===== config.mk =====
export PLATFORM = sky130hd
export DESIGN_NAME = llal_ram
export DESIGN_NICKNAME = d
export VERILOG_FILES = /design/src/rtl/llal_ram.sv
export SDC_FILE = /design/constraint.sdc
export NUM_CORES = 2
export LEC_CHECK = 0
export BUFFER_PORTS_ARGS = -buffer_cell sky130_fd_sc_hd__buf_2
export CAP_MARGIN = 20
export CORE_MARGIN = 5
export CORE_UTILIZATION = 25
export CTS_BUF_LIST = sky130_fd_sc_hd__clkbuf_2 sky130_fd_sc_hd__clkbuf_4 sky130_fd_sc_hd__clkbuf_8
export DETAILED_ROUTE_END_ITERATION = 7
export PLACE_DENSITY = 0.35
export REMOVE_ABC_BUFFERS = 1
export SYNTH_ARGS = -nofsm -noshare
export SYNTH_HDL_FRONTEND = slang
export SYNTH_SLANG_ARGS = --single-unit

===== constraint.sdc =====
create_clock -name clk -period 4.6 [get_ports clk]
set_clock_uncertainty 0.15 [all_clocks]
set_input_delay 0.92 -clock clk [delete_from_list [all_inputs] [get_ports clk]]
set_output_delay 0.92 -clock clk [all_outputs]
set_load 0.005 [all_outputs]

===== src/rtl/llal_ram.sv =====
`default_nettype none
module llal_ram #(
    parameter int WIDTH = 32,
    parameter int DEPTH = 64
) (
    input  wire logic                                   clk,
    input  wire logic                                   wr_en,
    input  wire logic [(DEPTH > 1 ? $clog2(DEPTH) : 1)-1:0] wr_addr,
    input  wire logic [WIDTH-1:0]                       wr_data,
    input  wire logic                                   rd_en,
    input  wire logic [(DEPTH > 1 ? $clog2(DEPTH) : 1)-1:0] rd_addr,
    output logic      [WIDTH-1:0]                       rd_data
);
    logic [WIDTH-1:0] mem [DEPTH];

    always_ff @(posedge clk)
    begin
        if (wr_en)
        begin
            mem[wr_addr] <= wr_data;
        end
        if (rd_en)
        begin
            rd_data <= mem[rd_addr];
        end
    end
endmodule
`default_nettype wire


==> impl_metrics.env <==
export IMPL_hp_class="in2reg"
export IMPL_syn_cell_area_um2=78800
export IMPL_drt_initial_drc_count=3236
export IMPL_viasPerCell=4.59
export IMPL_layout_min_cycle_time_ps=3260
export IMPL_fillCellCount=30600
export IMPL_design_area_um2=94400
export IMPL_cap_violations=0
export IMPL_clock_fmax_ghz=0.307
export IMPL_synth_mux_area_share_pct=16.7
export IMPL_clockBufferDepth=4
export IMPL_worst_slew_pin_slew_ps=1070
export IMPL_post_cts_resized=0
export IMPL_crit_path_end_kind="flop"
export IMPL_cp_required_ps=5130
export IMPL_grt_max_degree=65
export IMPL_synth_xor_area_share_pct=0
export IMPL_yosys_area_share_simple_pct=1.26
export IMPL_drc=0
export IMPL_rsz0062_at_grt="false"
export IMPL_crit_fanout=42
export IMPL_relSlewSlack_pct=29.0
export IMPL_cts_buffers=381
export IMPL_cts_setup_buffers=0
export IMPL_insertion_delay_ps=1000
export IMPL_power_mw=40.3
export IMPL_clk_pin_slew_worst_paths_ps=60
export IMPL_grt_pass1_vias=41200
export IMPL_drv_slew=0
export IMPL_routed_wirelength_um=266000
export IMPL_firstDrtPassIters=5
export IMPL_grt_pass1_wl_um=360000
export IMPL_fin_tns_setup_ps=0
export IMPL_syn_to_final_growth_pct=19.8
export IMPL_synth_compound_area_share_pct=1.67
export IMPL_cp_start_kind="input port"
export IMPL_nets=3949
export IMPL_ios=79
export IMPL_port_buffer_count=78
export IMPL_fp_dieH_um=572
export IMPL_synthCells=3324
export IMPL_p_per_area_nw_per_um2=427
export IMPL_dr_total_vias=38400
export IMPL_grt_ovfl_total=0
export IMPL_status="complete, no violations"
export IMPL_dpl_cell_area_um2=87100
export IMPL_place_congestion=0.710
export IMPL_start_util_pct=25.1
export IMPL_synth_seq_area_share_pct=79.2
export IMPL_setup_violations=0
export IMPL_rows=206
export IMPL_leakage_nw=29.3
export IMPL_synthDistinctLibCells=33
export IMPL_drive_gt1_share_pct=37.0
export IMPL_cts_root_buffer="clkbuf_8"
export IMPL_synthAdderAreaFrac_pct=0
export IMPL_grt_use_total_pct=16.1
export IMPL_max_stage_delay_ps=640
export IMPL_hold_buffers=0
export IMPL_slowest_stage="o22ai_1"
export IMPL_drt_wirelength_per_cell_um=31.8
export IMPL_synth_seq_cells=2080
export IMPL_cts_tree="done"
export IMPL_path_cells="buf_8 -> buf_4 -> buf_4 -> mux4_2 -> mux4_2 -> o22ai_1 -> nor2_1"
export IMPL_peakVddDrop_mv=0.228
export IMPL_critical_path_class="in2reg"
export IMPL_synth_top_family_by_area="multiplexers"
export IMPL_dieArea_um2=327000
export IMPL_antenna_found_initial=28
export IMPL_detailed_place_hpwl_um=151000
export IMPL_ant_nets=0
export IMPL_postSynthAreaPerCell_um2=23.7
export IMPL_core_area_um2=314000
export IMPL_die_w_um=572
export IMPL_cts_sinks=2080
export IMPL_hold_viol=0
export IMPL_worst_hold_slack_ps=311
export IMPL_yosysWarnings=0
export IMPL_htree_num_levels=5
export IMPL_cp_arrival_ps=3790
export IMPL_min_period_over_period_pct=70.8
==> cells by family after synthesis <==
| logic type | after synthesis |
|---|---|
| DFF | 2080 |
| muxes | 637 |
| AOI/OAI and AO/OA | 202 |
| and+or+nand+nor | 223 |
| buffers and inverters | 182 |
==> placed cells by master, fill, tap and decap left out, types with 5 or more instances in the layout <==
| master | Yosys | routed |
|---|---|---|
| edfxtp_1 | 2080 | 2080 |
| mux4_2 | 544 | 544 |
| clkbuf_8 | 0 | 386 |
| buf_4 | 25 | 230 |
| clkinv_1 | 0 | 113 |
| clkbuf_4 | 0 | 111 |
| mux2i_1 | 93 | 93 |
| o22ai_1 | 84 | 84 |
| nor2_1 | 137 | 75 |
| buf_2 | 57 | 74 |
| buf_12 | 0 | 68 |
| a21oi_1 | 62 | 62 |
| nor2_4 | 0 | 62 |
| clkinv_2 | 0 | 36 |
| o221ai_1 | 27 | 27 |
| nand2_1 | 26 | 25 |
| diode_2 | 0 | 17 |
| nor2b_1 | 15 | 15 |
| a22oi_1 | 12 | 12 |
| bufinv_16 | 0 | 11 |
| a311oi_1 | 8 | 8 |
| nand2b_1 | 8 | 7 |
| nand3b_1 | 5 | 5 |
| nor3_1 | 7 | 5 |
| nand3_1 | 5 | 5 |
==> registers in the layout, summed over array words and instances (netlist names) <==
signal,flops
rd_data,32
mem,2048
==> synth_stat cells <==
cell type / number / area (um^2)
nand3b_1: 5 / 37.5
a31oi_1: 1 / 6.26
or3b_2: 3 / 26.3
a41o_1: 4 / 40.0
mux4_2: 544 / 12300
mux2i_1: 93 / 931
nor3_1: 7 / 35.0
a311oi_1: 8 / 70.1
o221ai_1: 27 / 236
a22oi_1: 12 / 90.1
nand4b_1: 1 / 8.76
buf_1: 21 / 78.8
nor2_1: 137 / 514
or3_1: 3 / 18.8
or2_0: 1 / 6.26
nand3_1: 5 / 25.0
buf_4: 25 / 188
or2_2: 1 / 6.26
o32ai_1: 4 / 35.0
nor2b_1: 15 / 93.8
a21oi_1: 62 / 310
nand2_1: 26 / 97.6
nand2b_1: 8 / 50.1
and2_1: 2 / 12.5
or3b_1: 2 / 17.5
o22ai_1: 84 / 526
buf_2: 57 / 285
nand4_1: 2 / 12.5
and3_1: 4 / 25.0
clkbuf_1: 74 / 278
or2_1: 1 / 6.26
edfxtp_1: 2080 / 62500
buf_6: 5 / 56.3
==> final timing paths <==
path,from,end,slack [ps],cells past startpoint
hold reg to reg,mem[28][4],rd_data[4],800,4
hold / removal,wr_data[17],mem[11][17],310,1
setup reg to reg,mem[31][20],rd_data[20],1970,6
setup / recovery,rd_addr[1],rd_data[26],1340,7
==> through the flow <==
step | worst slack (ps) | utilization [%] | cells
final | 1340 | 30.0 | 8365
after detailed placement | 131 | 27.7 | 7678
after floorplan | 522 | - | 3142
after global placement | 159 | 27.7 | 7676
after CTS | 1260 | 30.0 | 8347
after global routing | 1240 | 30.0 | 8350
==> per-layer routing <==
metal | GRT usage (%) | wire [um] | vias up | part of all wire [%]
li1 | - | - | 15600 | -
met1 | 21.9 | 117000 | 21400 | 44
met2 | 26.7 | 129000 | 995 | 49
met3 | 2.89 | 13500 | 369 | 5.1
met4 | 3.88 | 5760 | 12 | 2.2
met5 | 0 | 69 | - | 0.026
==> worst max-delay path, delay by kind of cell <==
kind / cells / cell delay [ps]
AND/OR/NAND/NOR: 1 / 140
buffers and inverters: 3 / 1160
AO/OA/AOI/OAI: 1 / 640
multiplexers: 2 / 840
==> final cells by class <==
| type | count | area (um^2) | area share, % |
|---|---|---|---|
| diodes | 17 | 42.5 | 0.0451 |
| clock buffers | 497 | 6150 | 6.51 |
| clock inverters | 172 | 1050 | 1.11 |
| multi-input cells | 1062 | 16000 | 16.9 |
| flip-flops and latches | 2080 | 62500 | 66.2 |
| well taps | 4160 | 5200 | 5.51 |
| repair buffers | 377 | 3540 | 3.75 |
==> where the power goes <==
part | internal [mW] | switching [mW]
combinational | 0.799 | 1.34
clock | 9.29 | 7.76
sequential | 21.0 | 0.0761
(Power assumes the default switching activity.)
