==> config.mk <==
export PLATFORM = sky130hd
export DESIGN_NAME = llal_math
export DESIGN_NICKNAME = d
export VERILOG_FILES = /design/src/rtl/llal_pkg.sv /design/src/rtl/llal_math.sv
export SDC_FILE = /design/constraint.sdc
export NUM_CORES = 2
export LEC_CHECK = 0
export ABC_CLOCK_PERIOD_IN_PS = 15700
export BUFFER_PORTS_ARGS = -buffer_cell sky130_fd_sc_hd__buf_2
export CORE_ASPECT_RATIO = 1.5
export CORE_UTILIZATION = 30
export DETAILED_ROUTE_END_ITERATION = 10
export GPL_ROUTABILITY_DRIVEN = 0
export SKIP_LAST_GASP = 1
export SLEW_MARGIN = 20
export SYNTH_ARGS = -nofsm -noshare
export SYNTH_HDL_FRONTEND = slang
export SYNTH_SLANG_ARGS = --single-unit
==> constraint.sdc <==
create_clock -name clk -period 15.7 [get_ports clk]
set_input_delay 0.785 -clock clk [delete_from_list [all_inputs] [get_ports clk]]
set_output_delay 0.785 -clock clk [all_outputs]
set_load 0.01 [all_outputs]
==> src/rtl/llal_pkg.sv <==
`default_nettype none
package llal_pkg;

    localparam int EN_W     = 32;
    localparam int MU_W     = 40;
    localparam int LOG_W    = 30;
    localparam int LFRAC    = 24;
    localparam int LOG_OPS  = 5;
    localparam logic [MU_W-1:0] MU_MAX = {MU_W{1'b1}};

    localparam logic FUNC_LOAD  = 1'b0;
    localparam logic FUNC_QUERY = 1'b1;

    localparam logic [1:0] STATUS_OK       = 2'd0;
    localparam logic [1:0] STATUS_BAD_ELEM = 2'd1;
    localparam logic [1:0] STATUS_BELOW    = 2'd2;
    localparam logic [1:0] STATUS_ABOVE    = 2'd3;

    typedef struct packed {
        logic            func;
        logic [7:0]      element;
        logic [5:0]      slot;
        logic [EN_W-1:0] energy;
        logic [MU_W-1:0] coef;
        logic            last_pair;
    } req_item_t;

    typedef struct packed {
        logic [MU_W-1:0] mu;
        logic [1:0]      status;
    } rsp_item_t;

    typedef logic [LOG_W-1:0] log_t;

    typedef enum logic {
        OP_LOG2   = 1'b0,
        OP_INTERP = 1'b1
    } math_op_t;

    typedef struct packed {
        logic     start;
        math_op_t op;
    } math_req_t;

    typedef struct packed {
        logic            done;
        logic [MU_W-1:0] result;
    } math_rsp_t;

    typedef struct packed {
        log_t lmb;
        log_t lms;
        log_t lkb;
        log_t lks;
        log_t lk;
    } interp_ops_t;

    typedef logic [LFRAC-1:0][31:0] root_tab_t;

    function automatic logic [63:0] isqrt64(input logic [63:0] value);
        logic [63:0] v;
        logic [63:0] r;
        logic [63:0] b;
        v = value;
        r = 64'd0;
        for (int j = 31; j >= 0; j--) begin
            b = 64'd1 << (2 * j);
            if (v >= r + b) begin
                v = v - (r + b);
                r = (r >> 1) + b;
            end else begin
                r = r >> 1;
            end
        end
        return r;
    endfunction

    // entry k holds 2^(2^-(LFRAC-k)) in Q1.31
    function automatic root_tab_t exp2_roots();
        root_tab_t   tab;
        logic [63:0] c;
        c = 64'h1_0000_0000;
        for (int k = LFRAC - 1; k >= 0; k--) begin
            c = isqrt64(c << 31);
            tab[k] = c[31:0];
        end
        return tab;
    endfunction

    localparam root_tab_t EXP2_ROOTS = exp2_roots();

endpackage
`default_nettype wire

==> src/rtl/llal_math.sv <==
`default_nettype none
module llal_math (
    input  wire logic                    clk,
    input  wire logic                    rst_n,
    input  wire llal_pkg::math_req_t     req,
    input  wire logic [llal_pkg::MU_W-1:0] x,
    input  wire llal_pkg::interp_ops_t   ops,
    output llal_pkg::math_rsp_t          rsp
);
    import llal_pkg::*;

    typedef enum logic [10:0] {
        M_IDLE    = 11'h001,
        M_NORM    = 11'h002,
        M_SQ_MUL  = 11'h004,
        M_SQ_CHK  = 11'h008,
        M_D_MUL   = 11'h010,
        M_DIV     = 11'h020,
        M_E_SET   = 11'h040,
        M_E_MUL   = 11'h080,
        M_E_CHK   = 11'h100,
        M_E_SHIFT = 11'h200,
        M_DONE    = 11'h400
    } mstate_t;

    mstate_t          state_reg, state_next;
    logic [MU_W-1:0]  norm_reg, norm_next;
    logic [5:0]       p_reg, p_next;
    logic [5:0]       cnt_reg, cnt_next;
    logic [31:0]      mant_reg, mant_next;
    logic [63:0]      prod_reg, prod_next;
    logic [LFRAC-1:0] frac_reg, frac_next;
    logic [MU_W-1:0]  result_reg, result_next;
    logic [30:0]      dm_reg, dm_next;
    logic [30:0]      dk_reg, dk_next;
    logic [30:0]      den_reg, den_next;
    logic             neg_reg, neg_next;
    log_t             lmb_reg, lmb_next;
    logic [61:0]      quo_reg, quo_next;
    logic [30:0]      rem_reg, rem_next;
    logic [5:0]       q_reg, q_next;

    logic [31:0] mul_a, mul_b;
    logic [63:0] mul_out;
    logic [30:0] dm_s, dk_s, den_s;
    logic [31:0] trial;
    logic [63:0] delta_s, l_sum;
    logic [32:0] sq;
    logic [70:0] wide;

    // shared multiplier
    always_comb
    begin
        unique case (state_reg)
            M_SQ_MUL: begin mul_a = mant_reg; mul_b = mant_reg; end
            M_D_MUL:  begin mul_a = {1'b0, dm_reg}; mul_b = {1'b0, dk_reg}; end
            default:  begin mul_a = mant_reg; mul_b = EXP2_ROOTS[cnt_reg[4:0]]; end
        endcase
    end
    assign mul_out = 64'(mul_a) * 64'(mul_b);

    assign dm_s    = {1'b0, ops.lmb} - {1'b0, ops.lms};
    assign dk_s    = {1'b0, ops.lk}  - {1'b0, ops.lkb};
    assign den_s   = {1'b0, ops.lkb} - {1'b0, ops.lks};
    assign trial   = {rem_reg, quo_reg[61]};
    assign sq      = prod_reg[63:31];
    assign delta_s = neg_reg ? (64'd0 - {2'b00, quo_reg}) : {2'b00, quo_reg};
    assign l_sum   = {{(64-LOG_W){1'b0}}, lmb_reg} + delta_s;
    assign wide    = {39'd0, mant_reg} << q_reg;

    always_comb
    begin
        state_next  = state_reg;
        norm_next   = norm_reg;
        p_next      = p_reg;
        cnt_next    = cnt_reg;
        mant_next   = mant_reg;
        prod_next   = prod_reg;
        frac_next   = frac_reg;
        result_next = result_reg;
        dm_next     = dm_reg;
        dk_next     = dk_reg;
        den_next    = den_reg;
        neg_next    = neg_reg;
        lmb_next    = lmb_reg;
        quo_next    = quo_reg;
        rem_next    = rem_reg;
        q_next      = q_reg;
        unique case (state_reg)
            M_IDLE:
            begin
                if (req.start)
                begin
                    if (req.op == OP_LOG2)
                    begin
                        norm_next  = (x == '0) ? MU_W'(1) : x;
                        p_next     = 6'(MU_W - 1);
                        state_next = M_NORM;
                    end else begin
                        lmb_next = ops.lmb;
                        dm_next  = dm_s[30] ? 31'(0 - dm_s) : dm_s;
                        dk_next  = dk_s[30] ? 31'(0 - dk_s) : dk_s;
                        den_next = den_s[30] ? 31'(0 - den_s) : den_s;
                        neg_next = dm_s[30] ^ dk_s[30];
                        quo_next = '0;
                        if (den_s == '0)
                        begin
                            neg_next   = 1'b0;
                            state_next = M_E_SET;
                        end else begin
                            state_next = M_D_MUL;
                        end
                    end
                end
            end
            M_NORM:
            begin
                if (norm_reg[MU_W-1])
                begin
                    mant_next  = norm_reg[MU_W-1 -: 32];
                    frac_next  = '0;
                    cnt_next   = 6'(LFRAC - 1);
                    state_next = M_SQ_MUL;
                end else begin
                    norm_next = norm_reg << 1;
                    p_next    = p_reg - 6'd1;
                end
            end
            M_SQ_MUL:
            begin
                prod_next  = mul_out;
                state_next = M_SQ_CHK;
            end
            M_SQ_CHK:
            begin
                if (sq[32])
                begin
                    frac_next[cnt_reg[4:0]] = 1'b1;
                    mant_next = sq[32:1];
                end else begin
                    mant_next = sq[31:0];
                end
                if (cnt_reg == '0)
                begin
                    result_next = MU_W'({p_reg, frac_next});
                    state_next  = M_DONE;
                end else begin
                    cnt_next   = cnt_reg - 6'd1;
                    state_next = M_SQ_MUL;
                end
            end
            M_D_MUL:
            begin
                quo_next   = mul_out[61:0];
                rem_next   = '0;
                cnt_next   = 6'd61;
                state_next = M_DIV;
            end
            M_DIV:
            begin
                if (trial >= {1'b0, den_reg})
                begin
                    rem_next = 31'(trial - {1'b0, den_reg});
                    quo_next = {quo_reg[60:0], 1'b1};
                end else begin
                    rem_next = trial[30:0];
                    quo_next = {quo_reg[60:0], 1'b0};
                end
                if (cnt_reg == '0)
                begin
                    state_next = M_E_SET;
                end else begin
                    cnt_next = cnt_reg - 6'd1;
                end
            end
            M_E_SET:
            begin
                if (l_sum[63])
                begin
                    q_next     = '0;
                    frac_next  = '0;
                    mant_next  = 32'h8000_0000;
                    cnt_next   = 6'(LFRAC - 1);
                    state_next = M_E_MUL;
                end else if (l_sum[63:LFRAC] >= 40'(MU_W)) begin
                    result_next = MU_MAX;
                    state_next  = M_DONE;
                end else begin
                    q_next     = l_sum[LFRAC+5:LFRAC];
                    frac_next  = l_sum[LFRAC-1:0];
                    mant_next  = 32'h8000_0000;
                    cnt_next   = 6'(LFRAC - 1);
                    state_next = M_E_MUL;
                end
            end
            M_E_MUL:
            begin
                prod_next  = mul_out;
                state_next = M_E_CHK;
            end
            M_E_CHK:
            begin
                if (frac_reg[cnt_reg[4:0]])
                begin
                    mant_next = prod_reg[62:31];
                end
                if (cnt_reg == '0)
                begin
                    state_next = M_E_SHIFT;
                end else begin
                    cnt_next   = cnt_reg - 6'd1;
                    state_next = M_E_MUL;
                end
            end
            M_E_SHIFT:
            begin
                result_next = wide[70:31];
                state_next  = M_DONE;
            end
            M_DONE:
            begin
                state_next = M_IDLE;
            end
            default:
            begin
                state_next = M_IDLE;
            end
        endcase
    end

    always_ff @(posedge clk or negedge rst_n)
    begin
        if (!rst_n)
        begin
            state_reg <= M_IDLE;
        end else begin
            state_reg <= state_next;
        end
    end

    always_ff @(posedge clk)
    begin
        norm_reg   <= norm_next;
        p_reg      <= p_next;
        cnt_reg    <= cnt_next;
        mant_reg   <= mant_next;
        prod_reg   <= prod_next;
        frac_reg   <= frac_next;
        result_reg <= result_next;
        dm_reg     <= dm_next;
        dk_reg     <= dk_next;
        den_reg    <= den_next;
        neg_reg    <= neg_next;
        lmb_reg    <= lmb_next;
        quo_reg    <= quo_next;
        rem_reg    <= rem_next;
        q_reg      <= q_next;
    end

    assign rsp.done   = (state_reg == M_DONE);
    assign rsp.result = result_reg;
endmodule
`default_nettype wire

==> results list <==
* Result of the run: finished clean
* CP Max Fanout: 48
- Of the total synthesized cell area, the portion taken by AND, OR, NAND and NOR gates is 0.165.
- The first global-routing pass estimated 351 mm of wire.
- Pin count of the biggest net entering global routing: 71
- Of all flip-flops after synthesis, the portion carrying an async set or reset was 0.0247.
- Summed over all failing endpoints, the final setup total negative slack is 0 ns.
* Boundary pin count: 235
- Clock slew at reported path FFs: 0.08 ns
* Placeable core region: 0.214 mm²
* Antenna violation net count after detailed routing: 0
- The net count of the finished layout is 8804.
* Average cell area after synthesis: 8.94 µm²
- Cell area after synthesis: 0.0645 mm²
- Req. time, crit path: 16.06 ns
* Kind of critical path: flop to flop
* Setup clock skew after layout: 0.0626 ns
- Fraction of synthesized cell area in xor and xnor cells: 0.0449
- Fill cells: 22100
* Horizontal die dimension: 381 µm
- Drt initial violations: 4727
* Setup repair after global routing missed its margin: false
- The die covers 0.217 mm².
* Number of buffers inserted by hold repair at cts: 0
- Count of endpoints failing setup in the final report: 0
* Height of the die: 570 µm
- Startpoint kind of the worst setup timing path: flop
* Worst Hold Class: input pin to async pin
- The number of antenna violations at the first check in global routing was 10.
- Max clock buf depth: 3
- H-tree depth reported by CTS: 2
* Worst EP arrival: 13.67 ns
- On the final layout, the worst hold slack is 0.0357 ns.
* Cts repair resizes: 0
* Number of distinct library cell variants in the gate-level netlist after synthesis: 104
* Complex-gate fraction of the synthesized area: 0.114
- Global-route usage over all layers: 0.215
- Most frequent cells after synthesis: sky130_fd_sc_hd__inv_1 (1078), sky130_fd_sc_hd__nand2_1 (954), sky130_fd_sc_hd__fa_1 (901), sky130_fd_sc_hd__nor2_1 (859), sky130_fd_sc_hd__ha_1 (431)
- Wires add up to 236 mm.
- Overall via count from detail_route: 54300
* Inserted Clock Buffers: 40
- Routed length on met3: 14.9 mm
* Critical path's slowest cell: sky130_fd_sc_hd__a2111oi_0
- TritonCTS built the clock tree.
- In the finished design, the share of the clock period the worst path needs comes to 0.848.
- The tool flagged a number of max-cap violations equal to 0.
- Clock latency of the later-clocked register in the worst-skew pair: 0.64 ns
- The share of synthesized area in the top cell type comes to 0.280.
* Via count of the first global-routing pass: 56700
- Proportion of synthesized area in mux cells: 0.0281
* Yosys warning count: 0
- Vias per std cell: 5.35
- Of the total synthesized cell area, the portion taken by full adders, half adders and majority gates is 0.363.
- After detailed routing, the average wire length per cell comes to 23.3 µm.
- Most repeated cell in the gate-level netlist after synthesis: sky130_fd_sc_hd__inv_1
* Number of register bits inferred by synthesis: 445
* Total number of clock tree sinks: 445
* Longest individual stage delay on the worst path: 0.99 ns
* Clock tree root driver cell: sky130_fd_sc_hd__clkbuf_16
* Number of buffers inserted by post-CTS setup repair: 0
- Detailed-router iteration count before antenna repair: 8
- Cell types with the largest area share after synthesis: sky130_fd_sc_hd__fa_1 (28%), sky130_fd_sc_hd__edfxtp_1 (19%), sky130_fd_sc_hd__ha_1 (8.4%)
* Routed metal-1 wirelength: 77.2 mm
- Max reg flops: 62
- Share of layout cells above drive strength 1: 0.0803
* HPWL after detailed placement: 196 mm
- Minimum clock period after layout: 13.31 ns
- Post-synthesis cell count: 7216
* Detail Route met2 WL: 119 mm
- Post-route design area: 0.0706 mm²
- For this run, the leading register cell type out of synthesis is sky130_fd_sc_hd__edfxtp_1.
- The max-slew violation total from the final report came to 0.
* Highest metal layer used by the detailed router: met5
- The total count of hold-check failures in the final report was 0.
* Most Frequent Cell on Critical Path: sky130_fd_sc_hd__fa_1
- Synthesis produced a netlist with a net count of 8742.
- After global routing the overflow that remains totals 0.
* Slew headroom: 0.204
* # DRC: 0
* Growth of design area from synthesis to finish: 9.35%
* Biggest area consumer among synthesized cells: sky130_fd_sc_hd__fa_1
- Row generation in the floorplan step produced 208 rows.
- For this configuration, the core starts out at a cell density of 0.302.
- Placed cell area: 0.0691 mm²
- Count of flip-flops with a built-in enable after synthesis: 404
- By area, the combinational part of the netlist is dominated by adder cells.
* Port bufs: 234
* Critical path capture point type: flop
- For the pin with the worst max-slew slack, the measured transition is 1.19 ns.
- Achievable clock frequency: 0.0751 GHz
- Part of the Yosys area used for sequential elements: 0.202
[path summary, 6_finish.rpt]
kind	cells after the start	from	end	slack, ns
max in group asynchronous	1	rst_n	state_reg[0]	15.39
min in group clk	1	ops[145]	lmb_reg[25]	0.37
min	1	rst_n	state_reg[8]	0.04
max	37	state_reg[9]	prod_reg[62]	2.39
max reg2reg	37	state_reg[9]	prod_reg[62]	2.39
min reg2reg	2	prod_reg[31]	mant_reg[0]	0.56
[through the flow]
step | instances | util | setup slack (ns)
after floorplan | 7216 | - | 4.97
after global placement | 10100 | 0.323 | 2.71
after detailed placement | 10100 | 0.323 | 2.55
after CTS | 10100 | 0.330 | 2.48
after global routing | 10100 | 0.330 | 2.08
final | 10100 | 0.330 | 2.39
[cells by family (layout without fill, tap and decap cells)]
group,Yosys count,after routing
other,0,5
DFF,445,445
adders and majority gates,1332,1332
AOI/OAI and AO/OA,1130,1130
muxes,144,144
xor gates and xnor gates,330,330
and+or+nand+nor,2420,2420
buffers and inverters,1415,1507
[per-layer routing]
| layer | vias to the layer above | global-route usage |
|---|---|---|
| met5 | - | 0 |
| met4 | 8 | 0.193 |
| met3 | 912 | 0.0252 |
| met2 | 2650 | 0.388 |
| met1 | 26900 | 0.218 |
| li1 | 23700 | - |
[worst max-delay path: cells and delay by family, from the launching register on]
kind / cells / cell delay, ns
xor+xnor: 1 / 0.12
fa+ha+maj: 9 / 4.40
buf+inv: 5 / 0.73
simple gates: 10 / 3.33
flops: 1 / 0.42
compound gates: 12 / 3.97
[area by class of cell]
type,count,area [µm²],share of cell area
multi-input combinational,5356,46400,0.658
sequential,445,13000,0.184
inverter,1080,4060,0.0575
tap,2835,3550,0.0503
timing repair buffer,355,2080,0.0295
clock buffer,47,1090,0.0155
clock inverter,25,312,0.00442
antenna,5,12.5,0.000177
[cells in the final DEF, fill, tap and decap left out, types with 37 or more instances in the layout]
cell                           n
sky130_fd_sc_hd__a21o_1       98
sky130_fd_sc_hd__a21oi_1     267
sky130_fd_sc_hd__a22oi_1      67
sky130_fd_sc_hd__a31oi_1      39
sky130_fd_sc_hd__and2_1       42
sky130_fd_sc_hd__buf_2       234
sky130_fd_sc_hd__buf_4       120
sky130_fd_sc_hd__clkbuf_16    43
sky130_fd_sc_hd__edfxtp_1    404
sky130_fd_sc_hd__fa_1        901
sky130_fd_sc_hd__ha_1        431
sky130_fd_sc_hd__inv_1      1077
sky130_fd_sc_hd__mux2i_1      66
sky130_fd_sc_hd__nand2_1     953
sky130_fd_sc_hd__nand2b_1     92
sky130_fd_sc_hd__nand3_1      73
sky130_fd_sc_hd__nand4_1      40
sky130_fd_sc_hd__nor2_1      856
sky130_fd_sc_hd__nor2b_1      37
sky130_fd_sc_hd__nor3_1       92
sky130_fd_sc_hd__o21ai_0     276
sky130_fd_sc_hd__o22ai_1      56
sky130_fd_sc_hd__xnor2_1     204
sky130_fd_sc_hd__xor2_1      125
Power is not shown: default switching activity piles up to over one toggle a cycle in this logic, so the estimate is an artifact.
